[src/sv/tkrd_pkg.sv]
package tkrd_pkg;

   // Text that opens a keyboard status report.
   localparam int PREFIX_LEN = 19;
   localparam int MATCH_W = $clog2(PREFIX_LEN + 1);
   localparam logic [7:0] PREFIX_TEXT [PREFIX_LEN] = '{
      "k", "m", ".", "k", "e", "y", "b", "o", "a", "r",
      "d", "_", "s", "t", "a", "t", "u", "s", "("
   };

   // The only self-overlap of the prefix: the "k" after "km." can restart "km".
   localparam logic [MATCH_W-1:0] KM_REPEAT_POS = MATCH_W'(4);
   localparam logic [MATCH_W-1:0] KM_RESUME_POS = MATCH_W'(2);

   // First usage code of the eight modifier keys.
   localparam logic [7:0] MOD_BASE = 8'hE0;

   // Characters with a meaning to the parser.
   localparam logic [7:0] CHAR_COMMA = ",";
   localparam logic [7:0] CHAR_CLOSE = ")";
   localparam logic [7:0] CHAR_PLUS  = "+";
   localparam logic [7:0] CHAR_MINUS = "-";
   localparam logic [7:0] CHAR_ZERO  = "0";
   localparam logic [7:0] CHAR_NINE  = "9";
   localparam logic [7:0] CHAR_SPACE = " ";
   localparam logic [7:0] CHAR_TAB   = 8'h09;
   localparam logic [7:0] CHAR_CR    = 8'h0D;

   typedef enum logic [1:0] {
      LINE_SEARCH,
      LINE_FIELDS,
      LINE_DONE
   } line_phase_type;

   typedef enum logic [1:0] {
      TOK_SPACE,
      TOK_SIGN,
      TOK_DIGITS,
      TOK_STOP
   } token_phase_type;

   // Report handed from the parser to the key map.
   typedef struct packed {
      logic       apply;
      logic [7:0] mods;
   } report_type;

   // Advance the prefix match by one character, falling back as a substring
   // search does.
   function automatic logic [MATCH_W-1:0] next_match(input logic [MATCH_W-1:0] pos,
                                                     input logic [7:0] ch);
      logic [MATCH_W-1:0] result;
      result = '0;
      if (pos < MATCH_W'(PREFIX_LEN) && PREFIX_TEXT[pos] == ch) begin
         result = pos + MATCH_W'(1);
      end else if (ch == PREFIX_TEXT[0]) begin
         result = MATCH_W'(1);
      end else if (pos == KM_REPEAT_POS && ch == PREFIX_TEXT[1]) begin
         result = KM_RESUME_POS;
      end
      return result;
   endfunction

endpackage

[src/sv/tkrd_parser.sv]
module tkrd_parser #(
   parameter int FIELD_COUNT = 8
) (
   input  logic                 clock,
   input  logic                 reset,
   input  logic                 step,
   input  logic [7:0]           char_byte,
   input  logic                 end_of_line,
   output tkrd_pkg::report_type report,
   output logic [7:0]           report_codes [FIELD_COUNT-2]
);
   import tkrd_pkg::*;

   localparam int CODES = FIELD_COUNT - 2;
   localparam int FI_W = $clog2(FIELD_COUNT + 1);

   line_phase_type     line_phase_ff, line_phase_in;
   logic [MATCH_W-1:0] match_pos_ff, match_pos_in, match_adv;
   logic [FI_W-1:0]    field_index_ff, field_index_in;
   token_phase_type    tok_phase_ff, tok_phase_in;
   logic               tok_neg_ff, tok_neg_in;
   logic [31:0]        tok_mag_ff, tok_mag_in;
   logic               tok_ovf_ff, tok_ovf_in;
   logic [7:0]         mods_ff, mods_in, mods_cm;
   logic [7:0]         code_ff [CODES];
   logic [7:0]         code_in [CODES];
   logic [7:0]         code_cm [CODES];

   logic        in_fields, is_close, commit, tokenize, clear_line;
   logic        is_digit, is_space, is_sign, num_ok, field_open;
   logic [35:0] prod;
   logic [7:0]  byte_val, code_val;

   assign match_adv  = next_match(match_pos_ff, char_byte);
   assign in_fields  = (line_phase_ff == LINE_FIELDS);
   assign is_close   = (char_byte == CHAR_CLOSE);
   assign commit     = step && in_fields && (char_byte == CHAR_COMMA || is_close);
   assign tokenize   = step && in_fields && !commit;
   assign clear_line = step && end_of_line;
   assign field_open = (field_index_ff < FI_W'(FIELD_COUNT));

   assign is_digit = (char_byte >= CHAR_ZERO) && (char_byte <= CHAR_NINE);
   assign is_space = (char_byte == CHAR_SPACE) ||
                     ((char_byte >= CHAR_TAB) && (char_byte <= CHAR_CR));
   assign is_sign  = (char_byte == CHAR_PLUS) || (char_byte == CHAR_MINUS);

   // Magnitude times ten plus the new digit, kept wide to see a carry out.
   assign prod = ({4'b0, tok_mag_ff} << 3) + ({4'b0, tok_mag_ff} << 1) +
                 {32'b0, char_byte[3:0]};

   // Value of the finished token: the low byte for the modifier field, and a
   // key code only when it lies in 1..255.
   always_comb begin
      num_ok = (tok_phase_ff == TOK_DIGITS) && !tok_ovf_ff &&
               (tok_neg_ff ? (tok_mag_ff <= 32'h8000_0000) : !tok_mag_ff[31]);
      byte_val = '0;
      code_val = '0;
      if (num_ok) begin
         byte_val = tok_neg_ff ? (8'd0 - tok_mag_ff[7:0]) : tok_mag_ff[7:0];
         if (!tok_neg_ff && tok_mag_ff[31:8] == '0) begin
            code_val = tok_mag_ff[7:0];
         end
      end
   end

   // Line phase next state.
   always_comb begin
      line_phase_in = line_phase_ff;
      if (step) begin
         unique case (line_phase_ff)
            LINE_SEARCH: begin
               if (match_adv == MATCH_W'(PREFIX_LEN)) begin
                  line_phase_in = LINE_FIELDS;
               end
            end
            LINE_FIELDS: begin
               if (is_close) begin
                  line_phase_in = LINE_DONE;
               end
            end
            LINE_DONE: begin
               line_phase_in = LINE_DONE;
            end
            default: begin
               line_phase_in = LINE_SEARCH;
            end
         endcase
         if (end_of_line) begin
            line_phase_in = LINE_SEARCH;
         end
      end
   end

   // The closing bracket hands the finished report to the key map.
   always_comb begin
      report.apply = step && in_fields && is_close;
      report.mods  = mods_cm;
   end
   assign report_codes = code_cm;

   // Matcher, tokenizer and field store.
   always_comb begin
      match_pos_in   = match_pos_ff;
      field_index_in = field_index_ff;
      tok_phase_in   = tok_phase_ff;
      tok_neg_in     = tok_neg_ff;
      tok_mag_in     = tok_mag_ff;
      tok_ovf_in     = tok_ovf_ff;
      mods_cm        = mods_ff;
      code_cm        = code_ff;

      if (step && line_phase_ff == LINE_SEARCH) begin
         match_pos_in = match_adv;
      end

      if (commit) begin
         if (field_open) begin
            if (field_index_ff == '0) begin
               mods_cm = byte_val;
            end
            for (int j = 0; j < CODES; j++) begin
               if (field_index_ff == FI_W'(j + 2)) begin
                  code_cm[j] = code_val;
               end
            end
            field_index_in = field_index_ff + FI_W'(1);
         end
         tok_phase_in = TOK_SPACE;
         tok_neg_in   = 1'b0;
         tok_mag_in   = '0;
         tok_ovf_in   = 1'b0;
      end else if (tokenize) begin
         case (tok_phase_ff)
            TOK_SPACE: begin
               if (is_sign) begin
                  tok_neg_in   = (char_byte == CHAR_MINUS);
                  tok_phase_in = TOK_SIGN;
               end else if (is_digit) begin
                  tok_mag_in   = prod[31:0];
                  tok_ovf_in   = tok_ovf_ff | (|prod[35:32]);
                  tok_phase_in = TOK_DIGITS;
               end else if (!is_space) begin
                  tok_phase_in = TOK_STOP;
               end
            end
            TOK_SIGN, TOK_DIGITS: begin
               if (is_digit) begin
                  tok_mag_in   = prod[31:0];
                  tok_ovf_in   = tok_ovf_ff | (|prod[35:32]);
                  tok_phase_in = TOK_DIGITS;
               end else begin
                  tok_phase_in = TOK_STOP;
               end
            end
            default: begin
               tok_phase_in = TOK_STOP;
            end
         endcase
      end

      mods_in = mods_cm;
      code_in = code_cm;

      // The end of a line returns everything but the key map to reset.
      if (clear_line) begin
         match_pos_in   = '0;
         field_index_in = '0;
         tok_phase_in   = TOK_SPACE;
         tok_neg_in     = 1'b0;
         tok_mag_in     = '0;
         tok_ovf_in     = 1'b0;
         mods_in        = '0;
         for (int j = 0; j < CODES; j++) begin
            code_in[j] = '0;
         end
      end
   end

   always_ff @(posedge clock) begin
      if (reset) begin
         line_phase_ff  <= LINE_SEARCH;
         match_pos_ff   <= '0;
         field_index_ff <= '0;
         tok_phase_ff   <= TOK_SPACE;
         tok_neg_ff     <= 1'b0;
         tok_mag_ff     <= '0;
         tok_ovf_ff     <= 1'b0;
         mods_ff        <= '0;
         for (int j = 0; j < CODES; j++) begin
            code_ff[j] <= '0;
         end
      end else begin
         line_phase_ff  <= line_phase_in;
         match_pos_ff   <= match_pos_in;
         field_index_ff <= field_index_in;
         tok_phase_ff   <= tok_phase_in;
         tok_neg_ff     <= tok_neg_in;
         tok_mag_ff     <= tok_mag_in;
         tok_ovf_ff     <= tok_ovf_in;
         mods_ff        <= mods_in;
         code_ff        <= code_in;
      end
   end

endmodule

[src/sv/text_keyboard_report_decoder.sv]
// Decodes text lines that carry a keyboard status report: a fixed 19-character
// opening text, then the fields m,r,k2,...,kN and a closing bracket, taken
// one character per transfer. It keeps the set of pressed keys from the last
// complete report. Each accepted character yields exactly one result in the
// next cycle: key_down tells whether the queried usage code is pressed after
// that character, and report_applied marks the ')' that replaced the key set.
// A new character is taken every cycle while the result side keeps up; the
// single result register sets that rate. The key set is held as the modifier
// byte and the FIELD_COUNT-2 key codes of the last report, not as a 256-entry
// map, so a query is a handful of byte compares.
module text_keyboard_report_decoder #(
   parameter int FIELD_COUNT = 8
) (
   input  logic        clock,
   input  logic        reset,
   input  logic        req_tvalid,
   output logic        req_tready,
   input  logic [15:0] req_tdata,  // [7:0] char_byte, [15:8] query_code
   input  logic        req_tlast,  // end_of_line
   output logic        rsp_tvalid,
   input  logic        rsp_tready,
   output logic [7:0]  rsp_tdata   // [0] key_down, [1] report_applied, rest zero
);
   import tkrd_pkg::*;

   localparam int CODES = FIELD_COUNT - 2;

   logic       step;
   logic [7:0] query_code;
   report_type report;
   logic [7:0] report_codes [CODES];

   logic [7:0] snap_mods_ff, snap_mods_in;
   logic [7:0] snap_code_ff [CODES];
   logic [7:0] snap_code_in [CODES];
   logic       key_hit;
   logic       rsp_valid_ff, rsp_key_ff, rsp_applied_ff;

   // A character is taken whenever the result register is free or draining.
   assign req_tready = !rsp_valid_ff || rsp_tready;
   assign step       = req_tvalid && req_tready;
   assign query_code = req_tdata[15:8];

   tkrd_parser #(
      .FIELD_COUNT(FIELD_COUNT)
   ) u_parser (
      .clock       (clock),
      .reset       (reset),
      .step        (step),
      .char_byte   (req_tdata[7:0]),
      .end_of_line (req_tlast),
      .report      (report),
      .report_codes(report_codes)
   );

   // Key set after this character: a closing bracket replaces it.
   always_comb begin
      snap_mods_in = snap_mods_ff;
      snap_code_in = snap_code_ff;
      if (report.apply) begin
         snap_mods_in = report.mods;
         snap_code_in = report_codes;
      end
   end

   // A code is pressed when it is a set modifier bit or a listed nonzero key.
   always_comb begin
      key_hit = (query_code[7:3] == MOD_BASE[7:3]) && snap_mods_in[query_code[2:0]];
      for (int j = 0; j < CODES; j++) begin
         if (snap_code_in[j] != '0 && snap_code_in[j] == query_code) begin
            key_hit = 1'b1;
         end
      end
   end

   always_ff @(posedge clock) begin
      if (reset) begin
         snap_mods_ff <= '0;
         for (int j = 0; j < CODES; j++) begin
            snap_code_ff[j] <= '0;
         end
      end else if (step) begin
         snap_mods_ff <= snap_mods_in;
         snap_code_ff <= snap_code_in;
      end
   end

   // Result register.
   always_ff @(posedge clock) begin
      if (reset) begin
         rsp_valid_ff <= 1'b0;
      end else if (step) begin
         rsp_valid_ff <= 1'b1;
      end else if (rsp_tready) begin
         rsp_valid_ff <= 1'b0;
      end
   end

   always_ff @(posedge clock) begin
      if (step) begin
         rsp_key_ff     <= key_hit;
         rsp_applied_ff <= report.apply;
      end
   end

   assign rsp_tvalid = rsp_valid_ff;
   assign rsp_tdata  = {6'b0, rsp_applied_ff, rsp_key_ff};

endmodule

[config.mk]
export PLATFORM = sky130hd
export DESIGN_NAME = text_keyboard_report_decoder
export DESIGN_NICKNAME = d
export VERILOG_FILES = /design/src/sv/tkrd_pkg.sv /design/src/sv/tkrd_parser.sv /design/src/sv/text_keyboard_report_decoder.sv
export SDC_FILE = /design/constraint.sdc
export NUM_CORES = 1
export LEC_CHECK = 0
export BUFFER_PORTS_ARGS = -buffer_cell sky130_fd_sc_hd__buf_2
export CORE_AREA = 4 4 124 156
export DETAILED_ROUTE_END_ITERATION = 8
export DIE_AREA = 0 0 128 160
export HOLD_SLACK_MARGIN = 0.15
export PLACE_DENSITY = 0.85
export SYNTH_ARGS = -nofsm -noshare
export SYNTH_HDL_FRONTEND = slang
export SYNTH_HIERARCHICAL = 1
export SYNTH_SLANG_ARGS = --single-unit
export TNS_END_PERCENT = 20
[constraint.sdc]
create_clock -name clock -period 3.95 [get_ports clock]
set_input_delay 0.1975 -clock clock [delete_from_list [all_inputs] [get_ports clock]]
set_output_delay 0.1975 -clock clock [all_outputs]
set_load 0.01 [all_outputs]
==> metrics.cfg <==
[worst_hold_path]
hp-class = input pin to flip-flop
hp-start = reset

[floorplanning]
core-area_um2 = 17900
die_area_um2 = 20500
io_pins = 31
die_y_um = 160
initial_utilization_pct = 59.2
row_count = 55
die_w_um = 128

[cts]
insertion_delay_ns = 0.44
cts_tree = yes
h-tree-depth = 4
clkSinkCount = 162
cts_buffers = 17
clk_pin_slew_ns = 0.07
cts_buffer_depth = 2
root_buffer = clkbuf_16
ctsResizeCount = 0

[critical_path]
crit_slowest_cell = fa_1
crit_path_start_kind = flip-flop
critical_path_class = flip-flop to flip-flop
crit_top_cell = a211o_1
slowest_delay_ns = 0.57
crit_buf_inv = 2
critPathTopFamily = compound AO/OA/AOI/OAI gates
crit_path_end_kind = flip-flop
cp.arrival_ns = 3.94
cp_max_fo = 4
reg2reg_from = u_parser/tok_mag_ff[0]
startpoint = u_parser/tok_mag_ff[0]
required_ns = 4.26
crit_chain = inv_1 -> fa_1 -> inv_1 -> ha_1 -> a211o_1 -> a211o_1 -> a21oi_1 -> o21ai_1 -> a211o_1 -> a221oi_1 -> and4_1 -> o31ai_1

[final_layout]
final_common_cell = nand2_1
final_cell_mix = nand2_1 (240), dfxtp_1 (160), a21oi_1 (105)
drive_gt1_share_pct = 8.17
seq_area_um2 = 3260
multi_input_area_um2 = 6830
syn2layout_area_growth_pct = 7.42
fillers = 1496
nets = 1399
fin_area_um2 = 11400
antennaDiodeCount = 0

[route]
via_per_inst = 6.22
wl_per_cell_um = 17.6
drt_iter0_markers = 735
via_count = 9568
wl_um = 27100
first_pass_iters = 6
antenna_left = 0
drc = 0

[yosys]
netlist_instances = 1308
synth_top_area_share_pct = 30.2
synth-edff-count = 2
synth_warnings = 6
synth.distinct_cells = 76
seq_area_frac_synth_pct = 30.8
synthTopCellsByArea = dfxtp_1 (30%), ha_1 (9.3%), nand2_1 (8.5%)
postSynthAreaPerCell_um2 = 8.10
ys.flop_type = dfxtp_1
yosys.area.top_type = dfxtp_1
synth-seq-cells = 162
async_flop_share_pct = 0
syn-cell-area_um2 = 10600

[place]
finalWeightedCongestion = 0.945
port_buffers = 24
dp_hpwl_um = 18700
placed_cell_area_um2 = 10800

[timing]
tns_ns = 0
min_period_ns = 3.63
period_share_pct = 91.8
rsz0062_at_grt = no
worstMarginPinSlew_ns = 0.744
timing.final.hold_violations = 0
slew_violations = 0
fmax_mhz = 276
whs_ns = 0.239
finalSetupViolations = 0
max_slew_margin_pct = 50.4
fin_skew_ns = 0.0105

[grt]
grt_pass1_wl_um = 44600
grtUsageTotal_pct = 26.3
grt_overflow_total = 0
grt_max_degree = 66
grt_pass1_vias = 9222
antenna_found_initial = 1

[power]
p_total_w = 0.00343
ir_drop_mv = 0.303
powerDensity_nw_per_um2 = 301
p_leak_nw = 4.31

[run]
drv_cap = 0

[status]
status = finished, final reports clean

[worst register-to-register path: stages (launching register included)]
cell and delay (ns):
dfxtp_1 0.34, inv_1 0.10, fa_1 0.57, inv_1 0.05, ha_1 0.30, a211o_1 0.32, a211o_1 0.28, a21oi_1 0.25
o21ai_1 0.21, a211o_1 0.34, a221oi_1 0.41, and4_1 0.26, o31ai_1 0.07
[power breakdown]
| group | internal, W | leakage (nW) | switching, W |
|---|---|---|---|
| sequential | 0.00165 | 1.31 | 0.00000699 |
| combinational | 0.0000624 | 2.73 | 0.000127 |
| clock | 0.000845 | 0.269 | 0.000741 |
[through the flow]
stage | instances | util [%] | setup WS, ns
CTS | 1538 | 63.6 | 0.344
global placement | 1502 | 60.2 | 0.351
global route | 1538 | 63.6 | 0.0210
detailed placement | 1502 | 60.2 | 0.241
finish | 1538 | 63.6 | 0.324
floorplan | 1313 | - | 0.318
[state kept, by name, summed over array words and instances, names as in the netlist, 2 cells and up]
register / cells
u_parser/line_phase_ff: 2
u_parser/code_ff: 48
u_parser/tok_phase_ff: 2
u_parser/field_index_ff: 4
u_parser/mods_ff: 8
snap_mods_ff: 8
u_parser/match_pos_ff: 5
snap_code_ff: 48
u_parser/tok_mag_ff: 32
[cell usage after synthesis, types with 3 or more instances]
cell	count
o31ai_1	6
buf_2	18
nor2_1	56
a211o_1	4
a21oi_1	105
buf_6	8
o211ai_1	6
nor3_1	24
a21o_1	9
or4_1	10
and3_1	5
nand3b_1	5
buf_1	5
or3_1	10
nand3_1	24
and2_1	10
o2111ai_1	3
nor2b_1	65
a21boi_0	3
ha_1	79
buf_4	9
a211oi_1	25
mux2_2	16
dfxtp_1	160
nor4_1	18
nand2b_1	11
clkbuf_1	43
mux2i_1	56
xor2_1	52
nand4_1	24
and4_1	3
nor4b_1	4
mux4_1	4
xnor2_1	25
o21ai_1	3
nand2_1	240
a31oi_1	8
o21a_1	4
o21ai_0	74
inv_1	28
[layer usage]
layer  routed length (µm)  track usage [%]
met5                   11                0
met4                  796             10.7
met3                 1930             4.75
met2                13500             45.7
met1                10900             31.8
[repair_timing]
item,CTS,global route
setup buffers,0,0
hold buffers,4,0
hold endpoints to repair,4,0
[worst paths after layout]
check	to	slack, ns	cells past startpoint
setup / recovery	u_parser/tok_ovf_ff	0.32	12
hold / removal	u_parser/tok_mag_ff[29]	0.24	5
setup reg to reg	u_parser/tok_ovf_ff	0.32	12
hold reg to reg	snap_mods_ff[7]	0.45	2
[logic make-up (layout without fill, tap and decap cells)]
family          count (synthesis)  count (layout)  synth area share (%)
flops                         162             162                  30.8
other cells                     1               6                0.0354
compound gates                275             275                  15.6
simple gates                  522             522                  24.1
xor+xnor                       77              77                  6.37
mux                            78              78                  8.41
fa+ha+maj                      81              81                  9.71
buf+inv                       112             109                  5.08
[final cells by class]
cell class,instances,area share (%)
inverter,28,0.923
timing repair buffer,49,2.90
multi-input combinational,1039,60.0
clock inverter,13,1.07
sequential,162,28.7
clock buffer,19,3.89
tap,228,2.51
Power figures use the tool's default switching activity.
